**src/hw/rtl/polyline_miter_offset_top_macros.svh**
```systemverilog
// Assertion helpers shared by the RTL files. They expect clk and arst_n in scope.
`ifndef POLYLINE_MITER_OFFSET_TOP_MACROS_SVH
`define POLYLINE_MITER_OFFSET_TOP_MACROS_SVH

// Same-cycle implication.
`define PMO_ASSERT_IMP(lbl, ante, cons, msg) \
	lbl: assert property (@(posedge clk) disable iff (!arst_n) (ante) |-> (cons)) \
		else $error(msg);

// Next-cycle implication.
`define PMO_ASSERT_NXT(lbl, ante, cons, msg) \
	lbl: assert property (@(posedge clk) disable iff (!arst_n) (ante) |=> (cons)) \
		else $error(msg);

`endif

```
**src/hw/rtl/pmo_pkg.sv**
```systemverilog
package pmo_pkg;

	localparam int QUEUE_DEPTH = 2;

	localparam logic MODE_SQRT = 1'b0;
	localparam logic MODE_DIV  = 1'b1;

	localparam logic [4:0] SQRT_STEPS  = 5'd31;
	localparam logic [4:0] UNIT_QBITS  = 5'd15;
	localparam logic [4:0] MITER_QBITS = 5'd17;

	// 2^40 / c with 17 quotient bits starts from 2^40 >> 17.
	localparam logic [30:0] MITER_REM0 = 31'd8388608;
	localparam logic [15:0] MITER_MAX  = 16'hFFFF;

	typedef struct packed {
		logic signed [15:0] px;
		logic signed [15:0] py;
		logic signed [15:0] hx;
		logic signed [15:0] hy;
		logic               has_held;
		logic               last;
	} job_t;

	typedef struct packed {
		logic        mode;
		logic [61:0] radicand;
		logic [30:0] rem0;
		logic [30:0] divisor;
		logic [4:0]  count;
	} iter_req_t;

	typedef struct packed {
		logic busy;
		logic done;
	} iter_stat_t;

endpackage

```
**src/hw/rtl/pmo_queue.sv**
```systemverilog
`include "polyline_miter_offset_top_macros.svh"

module pmo_queue #(
	parameter int DEPTH = pmo_pkg::QUEUE_DEPTH
) (
	input  logic          clk,
	input  logic          arst_n,
	input  logic          push,
	input  pmo_pkg::job_t push_job,
	input  logic          pop,
	output pmo_pkg::job_t pop_job,
	output logic          full,
	output logic          not_empty
);
	import pmo_pkg::*;

	localparam int PW = (DEPTH > 1) ? $clog2(DEPTH) : 1;
	localparam int CW = $clog2(DEPTH + 1);
	localparam logic [PW-1:0] LAST_IDX = PW'(DEPTH - 1);
	localparam logic [CW-1:0] FULL_CNT = CW'(DEPTH);

	job_t          slot_q [DEPTH];
	logic [PW-1:0] wr_ptr_q;
	logic [PW-1:0] rd_ptr_q;
	logic [CW-1:0] count_q;

	assign full      = (count_q == FULL_CNT);
	assign not_empty = (count_q != '0);
	assign pop_job   = slot_q[rd_ptr_q];

	always_ff @(posedge clk) begin
		if (push) begin
			slot_q[wr_ptr_q] <= push_job;
		end
	end

	always_ff @(posedge clk or negedge arst_n) begin
		if (!arst_n) begin
			wr_ptr_q <= '0;
			rd_ptr_q <= '0;
			count_q  <= '0;
		end else begin
			if (push) begin
				wr_ptr_q <= (wr_ptr_q == LAST_IDX) ? '0 : wr_ptr_q + 1'b1;
			end
			if (pop) begin
				rd_ptr_q <= (rd_ptr_q == LAST_IDX) ? '0 : rd_ptr_q + 1'b1;
			end
			if (push && !pop) begin
				count_q <= count_q + 1'b1;
			end else if (pop && !push) begin
				count_q <= count_q - 1'b1;
			end
		end
	end

	`PMO_ASSERT_IMP(a_no_overflow, push, !full, "item pushed into a full queue")
	`PMO_ASSERT_IMP(a_no_underflow, pop, not_empty, "item popped from an empty queue")
	`PMO_ASSERT_NXT(a_count_up, push && !pop, count_q == CW'($past(count_q) + 1'b1), "count lost")

endmodule

```
**config.mk**
```make
export PLATFORM = sky130hd
export DESIGN_NAME = pmo_queue
export DESIGN_NICKNAME = d
export VERILOG_FILES = /design/src/hw/rtl/pmo_pkg.sv /design/src/hw/rtl/pmo_queue.sv
export VERILOG_INCLUDE_DIRS = /design/src /design/src/hw/rtl
export SDC_FILE = /design/constraint.sdc
export NUM_CORES = 1
export LEC_CHECK = 0
export BUFFER_PORTS_ARGS = -buffer_cell sky130_fd_sc_hd__buf_2
export CAP_MARGIN = 5
export CORE_MARGIN = 10
export CORE_UTILIZATION = 52
export CTS_CLUSTER_SIZE = 8
export DETAILED_ROUTE_END_ITERATION = 12
export PLACE_DENSITY = 0.79
export SYNTH_ARGS = -nofsm -noshare
export SYNTH_HDL_FRONTEND = slang
export SYNTH_SLANG_ARGS = --single-unit
```
**constraint.sdc**
```tcl
create_clock -name clk -period 4.6 [get_ports clk]
set_input_delay 0.46 -clock clk [delete_from_list [all_inputs] [get_ports clk]]
set_output_delay 0.46 -clock clk [all_outputs]
set_load 0.03 [all_outputs]
```
After elaboration in Yosys (flattened, before gate mapping):

Memory sizes are Yosys's and may differ from the RTL's.
Index checks and enable logic that the tools add are counted.

* memories kept: 1
* word-level logic and storage cells: 21
* bits of input ports: 70
* register bits: 4
* RAM bits: 132

* multiplexer cells: 6
* reduce and logical (&&, ||, !) cells: 6
* add/subtract/negate cells: 4
* equal/unequal tests: 1

Memory list
* slot_q: words 2, bits a word 66, rd ports 1, clocked after Yosys merged registers in 0, wr ports 1, line pmo_queue.sv:22 `job_t slot_q [DEPTH];`

Operator list (number)
* two-way mux 1 bit: 4
* two-way mux 2 bit: 2
* nonzero test 2 bit: 2
* adder 1 bit (second input constant): 2
* adder 2 x 1 -> 2 bit (second input constant): 1
* equality test 2 bit (second input constant): 1
* logical AND 1 bit: 2
* logical NOT 1 bit: 2
* subtractor 2 x 1 -> 2 bit (second input constant): 1

Depth between registers and ports, before layout:

* depth after elaboration: 4
* mapped depth: 5
* gate-level depth less buffers: 5

Worst setup path before layout:

OpenSTA, ideal clock, no wires.

* path type: input to register
* start point: input port push
* end point: memory slot_q[0][0] (netlist name), enable pin
* slack: 742 ps
* stages: 1
* setup time: 498 ps
* required time: 4102 ps
* arrival time: 3360 ps
* cells stage by stage: nor2b_1

* cells in the longest elaborated chain, start to end: 2

Ends and longest elaborated chain
* from (decl): line pmo_queue.sv:8 `input logic push,`
* two-way mux 1 bit: line pmo_queue.sv:32 `if (push) begin`
* two-way mux 1 bit (not written as such): line pmo_queue.sv:33 `slot_q[wr_ptr_q] <= push_job;`
* to (decl): line pmo_queue.sv:22

Every way passes these cells.

==> flow_summary_export.csv <==
group,metric,value,unit
outcome,outcome,"finished, final reports clean",
pwr,p_leak,2.53,nW
critical_path,arrival,2.29,ns
sta,period_share,59.7,%
sta,rsz0062_at_grt,"no",
route,drtIter0Drc,80,
floorplanning,io_pins,138,
critical_path,critPathKind,"reg2out",
logic_synthesis,synth_edf_count,132,
logic_synthesis,syn_inst,221,
sta,report.final.slew_viol_count,0,
pwr,ir_drop,0.663,mV
floorplanning,row_count,35,
logic_synthesis,ys_async_sr_fraction,2.94,%
sta,clock_skew,0.0141,ns
clocking,cts_resized,0,
floorplanning,die_h,119,um
logic_synthesis,yosysSeqAreaShare,80.2,%
critical_path,worstPathRequired,4.14,ns
finish,drive_gt1_share,61.6,%
pwr,p_sw_share,34.1,%
route,wl_per_cell,18.7,um
sta,max_slew.worst_pin.slew,1.05,ns
route,drt_first_pass_iters,4,
sta,slew_headroom,30.2,%
critical_path,r2r_cells,2,
place,gp_congestion,0.700,
global_route,grt_pass1_wl,15000,um
logic_synthesis,yosysTopAreaCell,"edfxtp_1",
global_route,grt_max_degree,68,
sta,fin_crit,2.75,ns
sta,final-hold-violation-count,0,
route,vias,2529,
critical_path,reg2reg_from,"wr_ptr_q$_DFFE_PN0P_",
clocking,path_clk_slew,0.06,ns
min_path,min_path_cells,1,
min_path,hold_class,"in2reg",
floorplanning,dieWidth,119,um
sta,setup_tns,0,ns
route,ant_nets,0,
global_route,antenna_found_initial,1,
min_path,hold_start,"push_job[3]",
critical_path,crit_path_start,"rd_ptr_q$_DFFE_PN0P_",
logic_synthesis,ys.warnings.count,0,
finish,layout-area-overhead-vs-synth,27.5,%
pwr,total_power,4.52,mW
logic_synthesis,ys_ff_latch,136,
critical_path,timing.rr.end,"slot_q[0][34]$_DFFE_PP_",
pwr,p_int,2.98,mW
route,drc,0,
flow_run,cap_viol_max_count,0,
logic_synthesis,syn-num-nets,292,
logic_synthesis,synth.distinct_cells,15,
route,wirelength,9640,um
sta,final-setup-viol-count,0,
logic_synthesis,synth.cell_area,5060,um2
finish,final_common_cell,"buf_2",
clocking,htree_levels,4,
clocking,clock_sinks,136,
clocking,clkLatencyLatePin,0.51,ns
clocking,cts_root_buffer,"clkbuf_8",
route,vias_per_cell,4.91,
logic_synthesis,synthFlopType,"edfxtp_1",
logic_synthesis,yosysTopAreaCellShare,78.3,%
critical_path,start_kind,"register",
logic_synthesis,avgSynthCellArea,22.9,um2
place,port_buffers,137,
sta,worst_slack,1.85,ns
place,dp_hpwl,6490,um
pwr,switching_power,1.54,mW
clocking,cts_tree,"done",
global_route,overflow,0,
pwr,clkPwrFrac,28.0,%
pwr,power.density,700,nW/um2
logic_synthesis,yosys-top-cells-area,"edfxtp_1 (78%), mux2_4 (8.9%), mux2_2 (8.0%)",
finish,fin_nets,443,
finish,layout_common_cells,"buf_2 (137), edfxtp_1 (132), mux2_2 (36)",
critical_path,r2r_slack,2.47,ns
floorplanning,initial_core_util,54.0,%
global_route,grt_pass1_vias,2860,
global_route,grt_usage,13.6,%
sta,max_freq,364,MHz
clocking,clock_path_buffers,2,
place,pre_cts_ws,2.25,ns
pwr,seqPwrFrac,40.9,%
finish,nFillCells,651,
critical_path,end_kind,"output port",
critical_path,critPathMaxFanout,67,
critical_path,endpoint,"pop_job[2]",
pwr,combPwrFrac,31.0,%
clocking,cts_buffers,17,
floorplanning,die_area,14100,um2
floorplanning,core,9370,um2
==> routing by layer <==
layer	vias to the layer above	share of wire (%)	track usage, %
met3	7	8.8	7.14
met4	0	0.82	4.73
met5	-	0	0
met1	1236	39	14.5
met2	103	51	22.7
li1	1183	-	-
==> worst min path at each step <==
stage,end,slack [ns]
global route,slot_q[0][22]$_DFFE_PP_,0.11
finish,slot_q[0][3]$_DFFE_PP_,0.14
detailed placement,wr_ptr_q$_DFFE_PN0P_,0.27
global placement,wr_ptr_q$_DFFE_PN0P_,0.27
CTS,slot_q[0][16]$_DFFE_PP_,0.11
floorplan,count_q[0]$_DFFE_PN0P_,0.16
==> cells by family (layout without fill, tap and decap cells) <==
| family | count (synthesis) | count (layout) | share of synthesized area (%) |
|---|---|---|---|
| DFF | 136 | 136 | 80.2 |
| muxes | 66 | 66 | 16.9 |
| buffers and inverters | 8 | 172 | 1.19 |
| xor gates and xnor gates | 5 | 5 | 0.865 |
| and+or+nand+nor | 5 | 5 | 0.568 |
| adders and majority gates | 1 | 1 | 0.247 |
| other | 0 | 1 | 0 |
==> per-stage QoR <==
step / util, % / std cells / area, um2 / hold slack (ns)
finish: 68.9 / 515 / 6460 / 0.137
global route: 68.9 / 514 / 6450 / 0.109
CTS: 68.9 / 514 / 6450 / 0.111
detailed placement: 62.7 / 481 / 5880 / 0.269
global placement: 62.7 / 481 / 5880 / 0.270
floorplan: - / 221 / 5060 / 0.164
==> layout make-up <==
| cell class | count | area (um2) | area share [%] |
|---|---|---|---|
| inverters | 1 | 3.75 | 0.0581 |
| well taps | 129 | 161 | 2.50 |
| diodes | 1 | 2.50 | 0.0388 |
| flip-flops and latches | 136 | 4070 | 63.0 |
| multi-input cells | 77 | 951 | 14.7 |
| clock buffers | 18 | 418 | 6.47 |
| clock inverters | 14 | 149 | 2.31 |
| repair buffers | 139 | 703 | 10.9 |
==> timing repair <==
action                     in CTS  in global routing
setup buffers                   0                  0
hold endpoints to repair        4                  0
hold buffers                    1                  0
setup endpoints to repair       0                  0
==> state kept, by name, indices dropped and copies added, names as in the netlist <==
signal and cells:
wr_ptr_q 1, rd_ptr_q 1, count_q 2, slot_q 132
==> power by group through the flow <==
stage	logic [mW]	clock network [mW]	registers [mW]
6_report	1.40	1.27	1.85
3_3_place_gp	1.41	0	1.86
4_1_cts	1.43	1.29	1.86
2_1_floorplan	1.19	0	1.73
5_1_grt	1.48	1.35	1.88
3_5_place_dp	1.42	0	1.88
==> critical path, cell delays in order (launching register included) <==
cell	delay, ns
dfrtp_4	1.12
mux2_2	0.44
buf_2	0.19
==> cells in the mapped netlist (2+ instances only) <==
library cell / count
dfrtp_1: 4
mux2_4: 30
nor2b_1: 2
buf_6: 3
xor2_1: 4
mux2_2: 36
edfxtp_1: 132
buf_2: 3
No activity file was read; power rests on OpenSTA's default activity.
