### config.mk
export PLATFORM = sky130hd
export DESIGN_NAME = pmo_front
export DESIGN_NICKNAME = d
export VERILOG_FILES = /design/src/hw/rtl/polyline_miter_offset_top_macros.svh /design/src/hw/rtl/pmo_pkg.sv /design/src/hw/rtl/pmo_front.sv
export SDC_FILE = /design/constraint.sdc
export NUM_CORES = 1
export LEC_CHECK = 0
export CAP_MARGIN = 20
export CORE_MARGIN = 2
export CORE_UTILIZATION = 62
export DETAILED_ROUTE_END_ITERATION = 12
export DONT_BUFFER_PORTS = 1
export PLACE_DENSITY = 0.86
export SYNTH_ARGS = -nofsm -noshare
export SYNTH_HDL_FRONTEND = slang
export SYNTH_SLANG_ARGS = --single-unit
### constraint.sdc
create_clock -name clk -period 1 [get_ports clk]
set_input_delay 0.05 -clock clk [delete_from_list [all_inputs] [get_ports clk]]
set_output_delay 0.05 -clock clk [all_outputs]
set_load 0.02 [all_outputs]
### src/hw/rtl/polyline_miter_offset_top_macros.svh
// Assertion helpers shared by the RTL files. They expect clk and arst_n in scope.
`ifndef POLYLINE_MITER_OFFSET_TOP_MACROS_SVH
`define POLYLINE_MITER_OFFSET_TOP_MACROS_SVH

// Same-cycle implication.
`define PMO_ASSERT_IMP(lbl, ante, cons, msg) \
	lbl: assert property (@(posedge clk) disable iff (!arst_n) (ante) |-> (cons)) \
		else $error(msg);

// Next-cycle implication.
`define PMO_ASSERT_NXT(lbl, ante, cons, msg) \
	lbl: assert property (@(posedge clk) disable iff (!arst_n) (ante) |=> (cons)) \
		else $error(msg);

`endif

### src/hw/rtl/pmo_pkg.sv
package pmo_pkg;

	localparam int QUEUE_DEPTH = 2;

	localparam logic MODE_SQRT = 1'b0;
	localparam logic MODE_DIV  = 1'b1;

	localparam logic [4:0] SQRT_STEPS  = 5'd31;
	localparam logic [4:0] UNIT_QBITS  = 5'd15;
	localparam logic [4:0] MITER_QBITS = 5'd17;

	// 2^40 / c with 17 quotient bits starts from 2^40 >> 17.
	localparam logic [30:0] MITER_REM0 = 31'd8388608;
	localparam logic [15:0] MITER_MAX  = 16'hFFFF;

	typedef struct packed {
		logic signed [15:0] px;
		logic signed [15:0] py;
		logic signed [15:0] hx;
		logic signed [15:0] hy;
		logic               has_held;
		logic               last;
	} job_t;

	typedef struct packed {
		logic        mode;
		logic [61:0] radicand;
		logic [30:0] rem0;
		logic [30:0] divisor;
		logic [4:0]  count;
	} iter_req_t;

	typedef struct packed {
		logic busy;
		logic done;
	} iter_stat_t;

endpackage

### src/hw/rtl/pmo_front.sv
module pmo_front (
	input  logic               clk,
	input  logic               arst_n,
	input  logic               in_valid,
	output logic               in_stall,
	input  logic signed [15:0] point_x,
	input  logic signed [15:0] point_y,
	input  logic               ring_end,
	input  logic               q_full,
	output logic               push,
	output pmo_pkg::job_t      push_job
);
	import pmo_pkg::*;

	logic signed [15:0] held_x_q;
	logic signed [15:0] held_y_q;
	logic               have_held_q;

	assign in_stall = q_full;
	assign push     = in_valid & ~q_full;

	always_comb begin
		push_job.px       = point_x;
		push_job.py       = point_y;
		push_job.hx       = held_x_q;
		push_job.hy       = held_y_q;
		push_job.has_held = have_held_q;
		push_job.last     = ring_end;
	end

	// The vertex is held until its outgoing segment is known; a ring end drops it.
	always_ff @(posedge clk or negedge arst_n) begin
		if (!arst_n) begin
			held_x_q    <= '0;
			held_y_q    <= '0;
			have_held_q <= 1'b0;
		end else if (push) begin
			if (ring_end) begin
				held_x_q    <= '0;
				held_y_q    <= '0;
				have_held_q <= 1'b0;
			end else begin
				held_x_q    <= point_x;
				held_y_q    <= point_y;
				have_held_q <= 1'b1;
			end
		end
	end

endmodule

# == After elaboration in Yosys (flattened, before gate mapping) ==
# Index checks and enable logic that the tools add are counted.
# totals
output_inout_bits,68
ff_bits,33
input_bits,37
# classes
n_mux,3
bitwise_logic,2
# ops
cell,n
16-bit 2-to-1 mux,2
1-bit bitwise AND,1
1-bit 2-to-1 mux,1
1-bit NOT,1

# == Logic depth before layout (Yosys ltp) ==
# Gate-level depths: netlist of run 1.
# logic_depth
word_depth,2
ltp_mapped,4
depth_no_buf,2

# == Worst setup path after synthesis of run 1 ==
# OpenSTA, ideal clock, no wires.
# synth_path
path_kind,input to register
start,input in_valid
end,register held_x_q[2]
cell_stages,4
setup_ps,125
required_ps,875
arrival_ps,750
slack_ps,125
path_cell_list,nor2b_4 > buf_6 > buf_12 > mux2_4
# synth_via
elab_chain_cells,1
# synth_rtl
item,line,text
start: declaration,pmo_front.sv:4,"input logic in_valid,"
1-bit bitwise AND,pmo_front.sv:20,assign push = in_valid & ~q_full;
net push,pmo_front.sv:10,"output logic push,"
end signal: assignment,pmo_front.sv:43,held_x_q <= point_x;
end: declaration,pmo_front.sv:15,logic signed [15:0] held_x_q;
# The timed path passes the listed nets, and every way through them passes these cells.
# A chain may end at the register's enable or synchronous reset.

# == Final worst setup path of run 1 ==
# layout_path
start,input ring_end
end,register held_y_q[12]
# layout_via
elab_chain_cells,1
# layout_rtl
item,line,text
start: declaration,pmo_front.sv:8,"input logic ring_end,"
16-bit 2-to-1 mux,pmo_front.sv:38,if (ring_end) begin
end signal: assignment,pmo_front.sv:44,held_y_q <= point_y;
end: declaration,pmo_front.sv:16,logic signed [15:0] held_y_q;
# No other way between the ends.

==> impl_metrics.json, run 1 <==
{
  "dp.cells": 165,
  "cts-buffers-inserted": 5,
  "post_layout_worst_setup_margin_ns": 0.0188,
  "timing_hold_violations_final": 0,
  "number_of_warnings_issued_by_yosys": 0,
  "worst_ir_drop_vdd_mv": 1.20,
  "synth_seq_area_share_pct": 44.2,
  "worst-endpoint-arrival_ns": 1.19,
  "clock_tree.buffer_depth": 2,
  "rr_startpoint": "held_x_q[13]",
  "drive_gt1_share_pct": 46.5,
  "initial_utilization_pct": 66.6,
  "power_density_nw_per_um2": 1580,
  "grt.overflow.total": 0,
  "grt.total_usage_pct": 21.5,
  "multi_input_area_um2": 689,
  "finClkSkew_ns": 0,
  "wl_mm": 3.58,
  "synth.distinct_cells": 11,
  "outcome": "finished with violations",
  "buffer_ports.inserted": 0,
  "hold_end": "held_x_q[10]",
  "relSlewSlack_pct": 73.9,
  "setup_buffers_after_cts": 0,
  "r2r_setup_slack_ns": 0.21,
  "fp.coreArea_um2": 2810,
  "cp_max_fo": 26,
  "post_place_instance_area_um2": 1840,
  "cp.required_ns": 1.21,
  "timing.hold.worst.class": "input pin to flip-flop",
  "worstMarginPinSlew_ns": 0.390,
  "grt_antenna_before_repair": 0,
  "final-setup-viol-count": 0,
  "post-route-min-period_ns": 0.981,
  "fillerInstances": 197,
  "period_share_pct": 98.1,
  "die_w_um": 58.9,
  "clk_pin_slew_ns": 0.09,
  "drv_slew": 0,
  "drc_viols": 7,
  "dpl_worst_slack_ns": 0.0821,
  "fin_tns_setup_ns": 0,
  "timing_worst_setup_path_type": "input pin to flip-flop",
  "reg2reg_path_depth": 1,
  "nets": 196,
  "grt_pass1_wl_mm": 5.33,
  "hp-start": "ring_end",
  "syn_area_per_cell_um2": 13.2,
  "areaGrowthSynthToFinish_pct": 11.5,
  "violated_checks": "DRC",
  "cp-start-kind": "input pin",
  "gpl.final_weighted_congestion": 0.650,
  "detailedRoute.firstPassIterationCount": 8,
  "avgViaCountPerCell": 5.51,
  "clkSinkCount": 33,
  "cts-root-buf": "sky130_fd_sc_hd__clkbuf_4",
  "diodes": 0,
  "overall_die_area_um2": 3470,
  "max_clock_freq_ghz": 1.02,
  "post_route_design_area_um2": 2080,
  "setup.worst_path.end_class": "flip-flop",
  "remaining_number_of_nets_flagged_by_the_antenna_check_after_routing": 0,
  "syn_nets": 179,
  "cts_tree": "done",
  "post_synth_instance_area_um2": 1870,
  "finalPower_mw": 3.29,
  "finish.cell_count_without_fillers": 190,
  "floorplan.io_pins": 105,
  "cap_viol_max_count": 0,
  "power.leakage_nw": 1.05,
  "drt-initial-drc-count": 46,
  "std_cell_rows": 19,
  "wl_per_cell_um": 18.8,
  "worst_skew_pair.late_latency_ns": 0.32,
  "via_count_of_the_first_global_routing_pass": 1140,
  "grt_start_max_net_pins": 34,
  "timing.rr.end": "held_x_q[13]",
  "hold_path_depth": 2,
  "rsz0062_at_grt": "false",
  "overall_die_height_um": 58.9,
  "dr_total_vias": 1047,
  "post-dp-hpwl_mm": 2.11,
  "ys_ff_latch": 33,
  "register_area_um2": 826,
  "cts_htree_levels": 2,
  "postSynthCellCount": 142
}
[synth_stat cells]
| cell | instances | area [um2] |
|---|---|---|
| sky130_fd_sc_hd__nor2b_4 | 1 | 13.8 |
| sky130_fd_sc_hd__inv_1 | 1 | 3.75 |
| sky130_fd_sc_hd__buf_6 | 1 | 11.3 |
| sky130_fd_sc_hd__mux2_2 | 4 | 45.0 |
| sky130_fd_sc_hd__mux2i_1 | 1 | 10.0 |
| sky130_fd_sc_hd__buf_4 | 35 | 263 |
| sky130_fd_sc_hd__buf_2 | 3 | 15.0 |
| sky130_fd_sc_hd__mux2_4 | 28 | 420 |
| sky130_fd_sc_hd__dfrtp_1 | 33 | 826 |
| sky130_fd_sc_hd__buf_12 | 3 | 60.1 |
| sky130_fd_sc_hd__nor2b_1 | 32 | 200 |
[sequential cells by signal, summed over array words and instances, names as in the netlist]
| signal | flops |
|---|---|
| held_x_q | 16 |
| held_y_q | 16 |
| have_held_q | 1 |
[routing by layer]
metal  part of all wire, %  global-route usage [%]
met1                    37                    23.3
met2                    53                    38.7
met3                   8.9                    7.69
met4                  0.53                    6.82
met5                     0                       0
[cell type report]
type / count / area share, %
Sequential cell: 33 / 39.6
Timing Repair Buffer: 52 / 22.6
Tap cell: 31 / 1.86
Inverter: 1 / 0.180
Clock buffer: 7 / 2.64
Multi-Input combinational cell: 66 / 33.1
[logic make-up after synthesis]
family	share of synthesized area [%]
flip-flops	44.2
buffers and inverters	18.9
multiplexers	25.5
AND/OR/NAND/NOR	11.5
[power by group]
part	switching [mW]	total [mW]	internal (mW)
Sequential	0.113	1.61	1.50
Combinational	0.418	0.935	0.517
Clock	0.411	0.743	0.332
Total	0.942	3.29	2.35
[cell usage in the layout, fill, tap and decap left out, drive strengths merged]
cell          n
buf          35
dfrtp        33
nor2b        33
mux2         32
dlygate4sd3  17
clkbuf        7
inv           1
mux2i         1
[what timing repair did]
item                      4_1_cts  5_1_grt
hold endpoints to repair       53        4
gates resized for setup         0        0
hold buffers                   15        3
[worst max-delay path, stage by stage]
cell,delay (ns)
sky130_fd_sc_hd__dlygate4sd3_1,0.77
sky130_fd_sc_hd__nor2b_1,0.09
sky130_fd_sc_hd__mux2_4,0.27
[worst max-delay path by stage]
stage                   end  startpoint  slack (ns)
2_1_floorplan   held_x_q[2]    in_valid        0.13
3_3_place_gp   held_y_q[15]    in_valid        0.10
3_5_place_dp   held_x_q[11]    in_valid        0.08
4_1_cts        held_y_q[12]    ring_end        0.02
5_1_grt         held_y_q[2]    ring_end       0.005
6_report       held_y_q[12]    ring_end        0.02
[per-stage QoR]
step	utilization (%)	hold WS [ns]
after global placement	65.5	-0.245
after global routing	74.3	0.00240
after floorplan	-	-0.246
after detailed placement	65.5	-0.245
after CTS	73.2	0.00224
final	74.3	0.00838
(Power assumes the default switching activity.)
==> run 2: changes to the inputs <==
--- a/config.mk
+++ b/config.mk
@@ -8,8 +8,8 @@
 export CAP_MARGIN = 20
 export CORE_MARGIN = 2
-export CORE_UTILIZATION = 62
+export CORE_UTILIZATION = 25
 export DETAILED_ROUTE_END_ITERATION = 12
 export DONT_BUFFER_PORTS = 1
-export PLACE_DENSITY = 0.86
+export PLACE_DENSITY = 0.46
 export SYNTH_ARGS = -nofsm -noshare
 export SYNTH_HDL_FRONTEND = slang
==> constraint.sdc (replaced) <==
create_clock -name clk -period 1 [get_ports clk]
set_input_delay 0.05 -clock clk [delete_from_list [all_inputs] [get_ports clk]]
set_output_delay 0.05 -clock clk [all_outputs]
set_load 0.05 [all_outputs]
==> impl_metrics.json, run 2 (synthesis results as in run 1) <==
{
  "cts_tree": "done",
  "power_density_nw_per_um2": 1900,
  "drc_viols": 0,
  "timing.critical_path.buf_inv": 1,
  "cts-root-buf": "sky130_fd_sc_hd__clkbuf_8",
  "worst-endpoint-arrival_ns": 0.87,
  "cts-buffers-inserted": 5,
  "buffer_ports.inserted": 0,
  "clock_tree.buffer_depth": 2,
  "remaining_number_of_nets_flagged_by_the_antenna_check_after_routing": 0,
  "cts_htree_levels": 2,
  "mostFrequentLayoutCells": "sky130_fd_sc_hd__buf_4 (35), sky130_fd_sc_hd__dfrtp_1 (33), sky130_fd_sc_hd__nor2b_1 (32), sky130_fd_sc_hd__mux2_4 (28), sky130_fd_sc_hd__clkbuf_8 (6)",
  "relSlewSlack_pct": 85.1,
  "worstMarginPinSlew_ns": 0.223,
  "areaGrowthSynthToFinish_pct": 9.85,
  "fin_tns_setup_ns": 0,
  "nets": 183,
  "timing_worst_setup_path_type": "flip-flop to output port",
  "grt_antenna_before_repair": 0,
  "cp-start-kind": "flip-flop",
  "overall_die_area_um2": 8180,
  "grt.overflow.total": 0,
  "grt_pass1_wl_mm": 5.58,
  "setup.worst_path.end_class": "output port",
  "crit_path_cell_trace": "buf_4",
  "clk_pin_slew_ns": 0.07,
  "wl_per_cell_um": 14.0,
  "diodes": 0,
  "max_clock_freq_ghz": 1.09,
  "largest_registers_in_the_final_layout": "held_x_q (16), held_y_q (16), have_held_q (1)",
  "die_w_um": 90.4,
  "final-setup-viol-count": 0,
  "grt.total_usage_pct": 8.73,
  "post_layout_worst_setup_margin_ns": 0.0820,
  "std_cell_rows": 31,
  "overall_die_height_um": 90.4,
  "outcome": "complete, no violations",
  "via_count_of_the_first_global_routing_pass": 1039,
  "finalPower_mw": 3.89,
  "worst_ir_drop_vdd_mv": 0.528,
  "post-dp-hpwl_mm": 2.40,
  "rsz0062_at_grt": "false",
  "avgViaCountPerCell": 3.99,
  "period_share_pct": 91.8,
  "fillerInstances": 777,
  "floorplan.io_pins": 105,
  "drv_slew": 0,
  "layout.cells.most_common": "sky130_fd_sc_hd__buf_4",
  "worst_skew_pair.late_latency_ns": 0.27,
  "drt-initial-drc-count": 34,
  "clkSinkCount": 33,
  "grt_start_max_net_pins": 35,
  "wl_mm": 3.42,
  "dr_total_vias": 977,
  "timing_hold_violations_final": 0,
  "detailedRoute.firstPassIterationCount": 3,
  "fp.coreArea_um2": 7250,
  "cp.required_ns": 0.95,
  "critical_path_top_delay_cell": "sky130_fd_sc_hd__dfrtp_1",
  "setup_buffers_after_cts": 0,
  "power.leakage_nw": 0.985,
  "cap_viol_max_count": 0,
  "gpl.final_weighted_congestion": 0.724,
  "critical_path.top_delay_family": "flip-flops",
  "post-route-min-period_ns": 0.918,
  "drive_gt1_share_pct": 52.1,
  "post_cts_resized": 0,
  "cp_max_fo": 2,
  "multi_input_area_um2": 689,
  "dpl_worst_slack_ns": 0.0720,
  "register_area_um2": 826,
  "timing.hold.worst.class": "input pin to flip-flop",
  "finClkSkew_ns": 0,
  "initial_utilization_pct": 25.8,
  "cp_slowest_stage_delay_ns": 0.39
}
-- run 2: cell types whose count changed in the layout (fill, tap and decap cells not counted), sizes merged --
cell,change
dlygate4sd3,-15
buf,+2
-- run 2: cell type report --
| class | count | share of cell area [%] |
|---|---|---|
| clock buffers | 7 | 4.21 |
| inverters | 1 | 0.183 |
| multi-input cells | 66 | 33.6 |
| flip-flops and latches | 33 | 40.2 |
| well taps | 99 | 6.04 |
| repair buffers | 39 | 15.7 |
-- run 2: final timing paths --
path / start / end / slack [ns] / cells after the start
setup / recovery: held_x_q[14] / push_job[32] / 0.08 / 1
hold / removal: ring_end / held_y_q[15] / 0.03 / 2
setup reg to reg: held_x_q[14] / held_x_q[14] / 0.22 / 1
hold reg to reg: held_y_q[15] / held_y_q[15] / 0.51 / 1
max in group asynchronous: arst_n / held_y_q[14] / 0.61 / 2
min in group asynchronous: arst_n / held_y_q[15] / 0.22 / 2
-- run 2: layer usage --
layer  track usage, %  wire length (um)  part of all wire (%)
met1             9.80              1360                    40
met2             15.0              1790                    52
met3             2.75               206                   6.0
met4             4.23                69                   2.0
met5                0                 0                     0
-- run 2: repair_timing --
item / CTS / global route
setup endpoints to repair: 0 / 0
endpoints found under the hold margin: 34 / 0
hold buffers: 3 / 0
-- run 2: stage by stage --
stage	hold WS [ns]	std cells	area, um2	util, %
2_1_floorplan	-0.246	142	1870	-
3_3_place_gp	-0.245	235	1930	26.5
3_5_place_dp	-0.245	235	1930	26.5
4_1_cts	0.0182	245	2050	28.3
5_1_grt	0.0352	245	2050	28.3
6_report	0.0339	245	2050	28.3
-- run 2: power breakdown --
group / switching [mW] / internal, mW / total, mW
combinational: 0.800 / 0.491 / 1.29
sequential: 0.0938 / 1.50 / 1.59
clock: 0.460 / 0.546 / 1.01
==> run 3: changes to the inputs <==
Settings changed: CAP_MARGIN 20 to not set, PLACE_DENSITY 0.46 to 0.45, SLEW_MARGIN set to 20.
==> impl_metrics.json, run 3 (synthesis results as in run 1) <==
{
  "detailedRoute.firstPassIterationCount": 2,
  "switching_share_pct": 34.8,
  "drt-initial-drc-count": 23,
  "rsz0062_at_grt": "false",
  "std_cell_rows": 31,
  "drive_gt1_share_pct": 52.1,
  "cp-start-kind": "flip-flop",
  "grt_pass1_wl_mm": 5.89,
  "clock_tree.buffer_depth": 2,
  "critical_path.top_delay_family": "flip-flops",
  "internal_power_mw": 2.54,
  "dr_total_vias": 961,
  "outcome": "complete, no violations",
  "worst_ir_drop_vdd_mv": 0.461,
  "switching_power_of_the_nets_mw": 1.35,
  "rr_startpoint": "held_y_q[12]",
  "fillerInstances": 757,
  "timing_hold_violations_final": 0,
  "reg2reg_path_depth": 1,
  "grt.overflow.total": 0,
  "clk_pin_slew_ns": 0.07,
  "initial_utilization_pct": 25.8,
  "via_count_of_the_first_global_routing_pass": 1097,
  "cts-root-buf": "sky130_fd_sc_hd__clkbuf_8",
  "mostFrequentLayoutCells": "sky130_fd_sc_hd__buf_4 (35), sky130_fd_sc_hd__dfrtp_1 (33), sky130_fd_sc_hd__nor2b_1 (32), sky130_fd_sc_hd__mux2_4 (28), sky130_fd_sc_hd__clkbuf_8 (6)",
  "hp-start": "ring_end",
  "cp_max_fo": 2,
  "floorplan.io_pins": 105,
  "remaining_number_of_nets_flagged_by_the_antenna_check_after_routing": 0,
  "critical_path_top_delay_cell": "sky130_fd_sc_hd__dfrtp_1",
  "cts_htree_levels": 2,
  "fin_tns_setup_ns": 0,
  "timing.rr.end": "held_y_q[12]",
  "finClkSkew_ns": 0,
  "nets": 183,
  "worst-endpoint-arrival_ns": 0.87,
  "r2r_setup_slack_ns": 0.22,
  "timing_worst_setup_path_type": "flip-flop to output port",
  "relSlewSlack_pct": 86.4,
  "grt_antenna_before_repair": 0,
  "setup.worst_path.end_class": "output port",
  "share_comb_of_total_power_pct": 33.1,
  "cp_slowest_stage_delay_ns": 0.39,
  "power.leakage_nw": 0.985,
  "post-route-min-period_ns": 0.916,
  "cp.required_ns": 0.95,
  "buffer_ports.inserted": 0,
  "clkSinkCount": 33,
  "cts_tree": "done",
  "worst_skew_pair.late_latency_ns": 0.27,
  "diodes": 0,
  "power_frac_clock_pct": 25.7,
  "finished_core_util_pct": 28.3,
  "timing.critical_path.from": "held_x_q[9]",
  "power_density_nw_per_um2": 1900,
  "timing.critical_path.buf_inv": 1,
  "fp.coreArea_um2": 7250,
  "drc_viols": 0,
  "die_w_um": 90.4,
  "crit_path_cell_trace": "buf_4",
  "wl_mm": 3.49,
  "gpl.final_weighted_congestion": 0.687,
  "hold_end": "held_x_q[12]",
  "areaGrowthSynthToFinish_pct": 9.85,
  "layout.cells.most_common": "sky130_fd_sc_hd__buf_4",
  "avgViaCountPerCell": 3.92,
  "overall_die_height_um": 90.4,
  "grt.total_usage_pct": 9.21,
  "cts-buffers-inserted": 5,
  "wl_per_cell_um": 14.2,
  "post-dp-hpwl_mm": 2.38,
  "final-setup-viol-count": 0,
  "period_share_pct": 91.6,
  "hold_path_depth": 2,
  "timing.hold.worst.class": "input pin to flip-flop",
  "largest_registers_in_the_final_layout": "held_x_q (16), held_y_q (16), have_held_q (1)",
  "grt_start_max_net_pins": 35,
  "p_seq_share_pct": 41.1,
  "worstMarginPinSlew_ns": 0.204,
  "overall_die_area_um2": 8180,
  "max_clock_freq_ghz": 1.09,
  "cap_viol_max_count": 0,
  "drv_slew": 0
}
## run 3: cell counts in the layout (fill, tap and decap cells not counted)
No cell type changed its count.
## run 3: worst max-delay path by stage
stage                    to  slack (ns)  cells past startpoint
6_report       push_job[27]        0.08                      1
5_1_grt        push_job[14]        0.04                      1
4_1_cts        push_job[12]        0.06                      1
3_5_place_dp   held_y_q[10]        0.08                      3
3_3_place_gp    held_y_q[8]        0.12                      3
2_1_floorplan   held_x_q[0]       0.006                      1
## run 3: area by class of cell
class	instances	area, um2	share of cell area (%)
sequential	33	826	40.2
multi-input combinational	66	689	33.6
timing repair buffer	39	323	15.7
tap	99	124	6.04
clock buffer	7	86.3	4.21
inverter	1	3.75	0.183
## run 3: per-layer routing
| metal | vias up | GRT usage (%) | part of all wire, % |
|---|---|---|---|
| met5 | - | 0 | 0 |
| met4 | 0 | 4.62 | 2.1 |
| met3 | 5 | 2.75 | 5.2 |
| met2 | 46 | 14.8 | 51 |
| met1 | 486 | 11.2 | 42 |
| li1 | 424 | - | - |
## run 3: metrics by stage
step / setup WS [ns] / area [um2] / power [mW] / instances / hold slack, ns
after detailed placement: 0.0826 / 1930 / 2.88 / 235 / -0.244
after global placement: 0.120 / 1930 / 2.87 / 235 / -0.244
after floorplan: 0.00573 / 1870 / 2.95 / 142 / -0.246
final: 0.0839 / 2050 / 3.89 / 245 / 0.0323
after global routing: 0.0416 / 2050 / 4.10 / 245 / 0.0231
after CTS: 0.0608 / 2050 / 3.96 / 245 / 0.0192
## run 3: power groups by stage
stage / registers, mW / logic, mW / clock network (mW)
3_3_place_gp: 1.62 / 1.25 / 0
6_report: 1.60 / 1.29 / 1.00
2_1_floorplan: 2.18 / 0.775 / 0
5_1_grt: 1.63 / 1.35 / 1.12
4_1_cts: 1.61 / 1.31 / 1.05
3_5_place_dp: 1.63 / 1.26 / 0
## run 3: what timing repair did
action,in CTS,in global routing
hold buffers,3,0
setup buffers,0,0
resized for setup,0,0
hold endpoints to repair,34,0
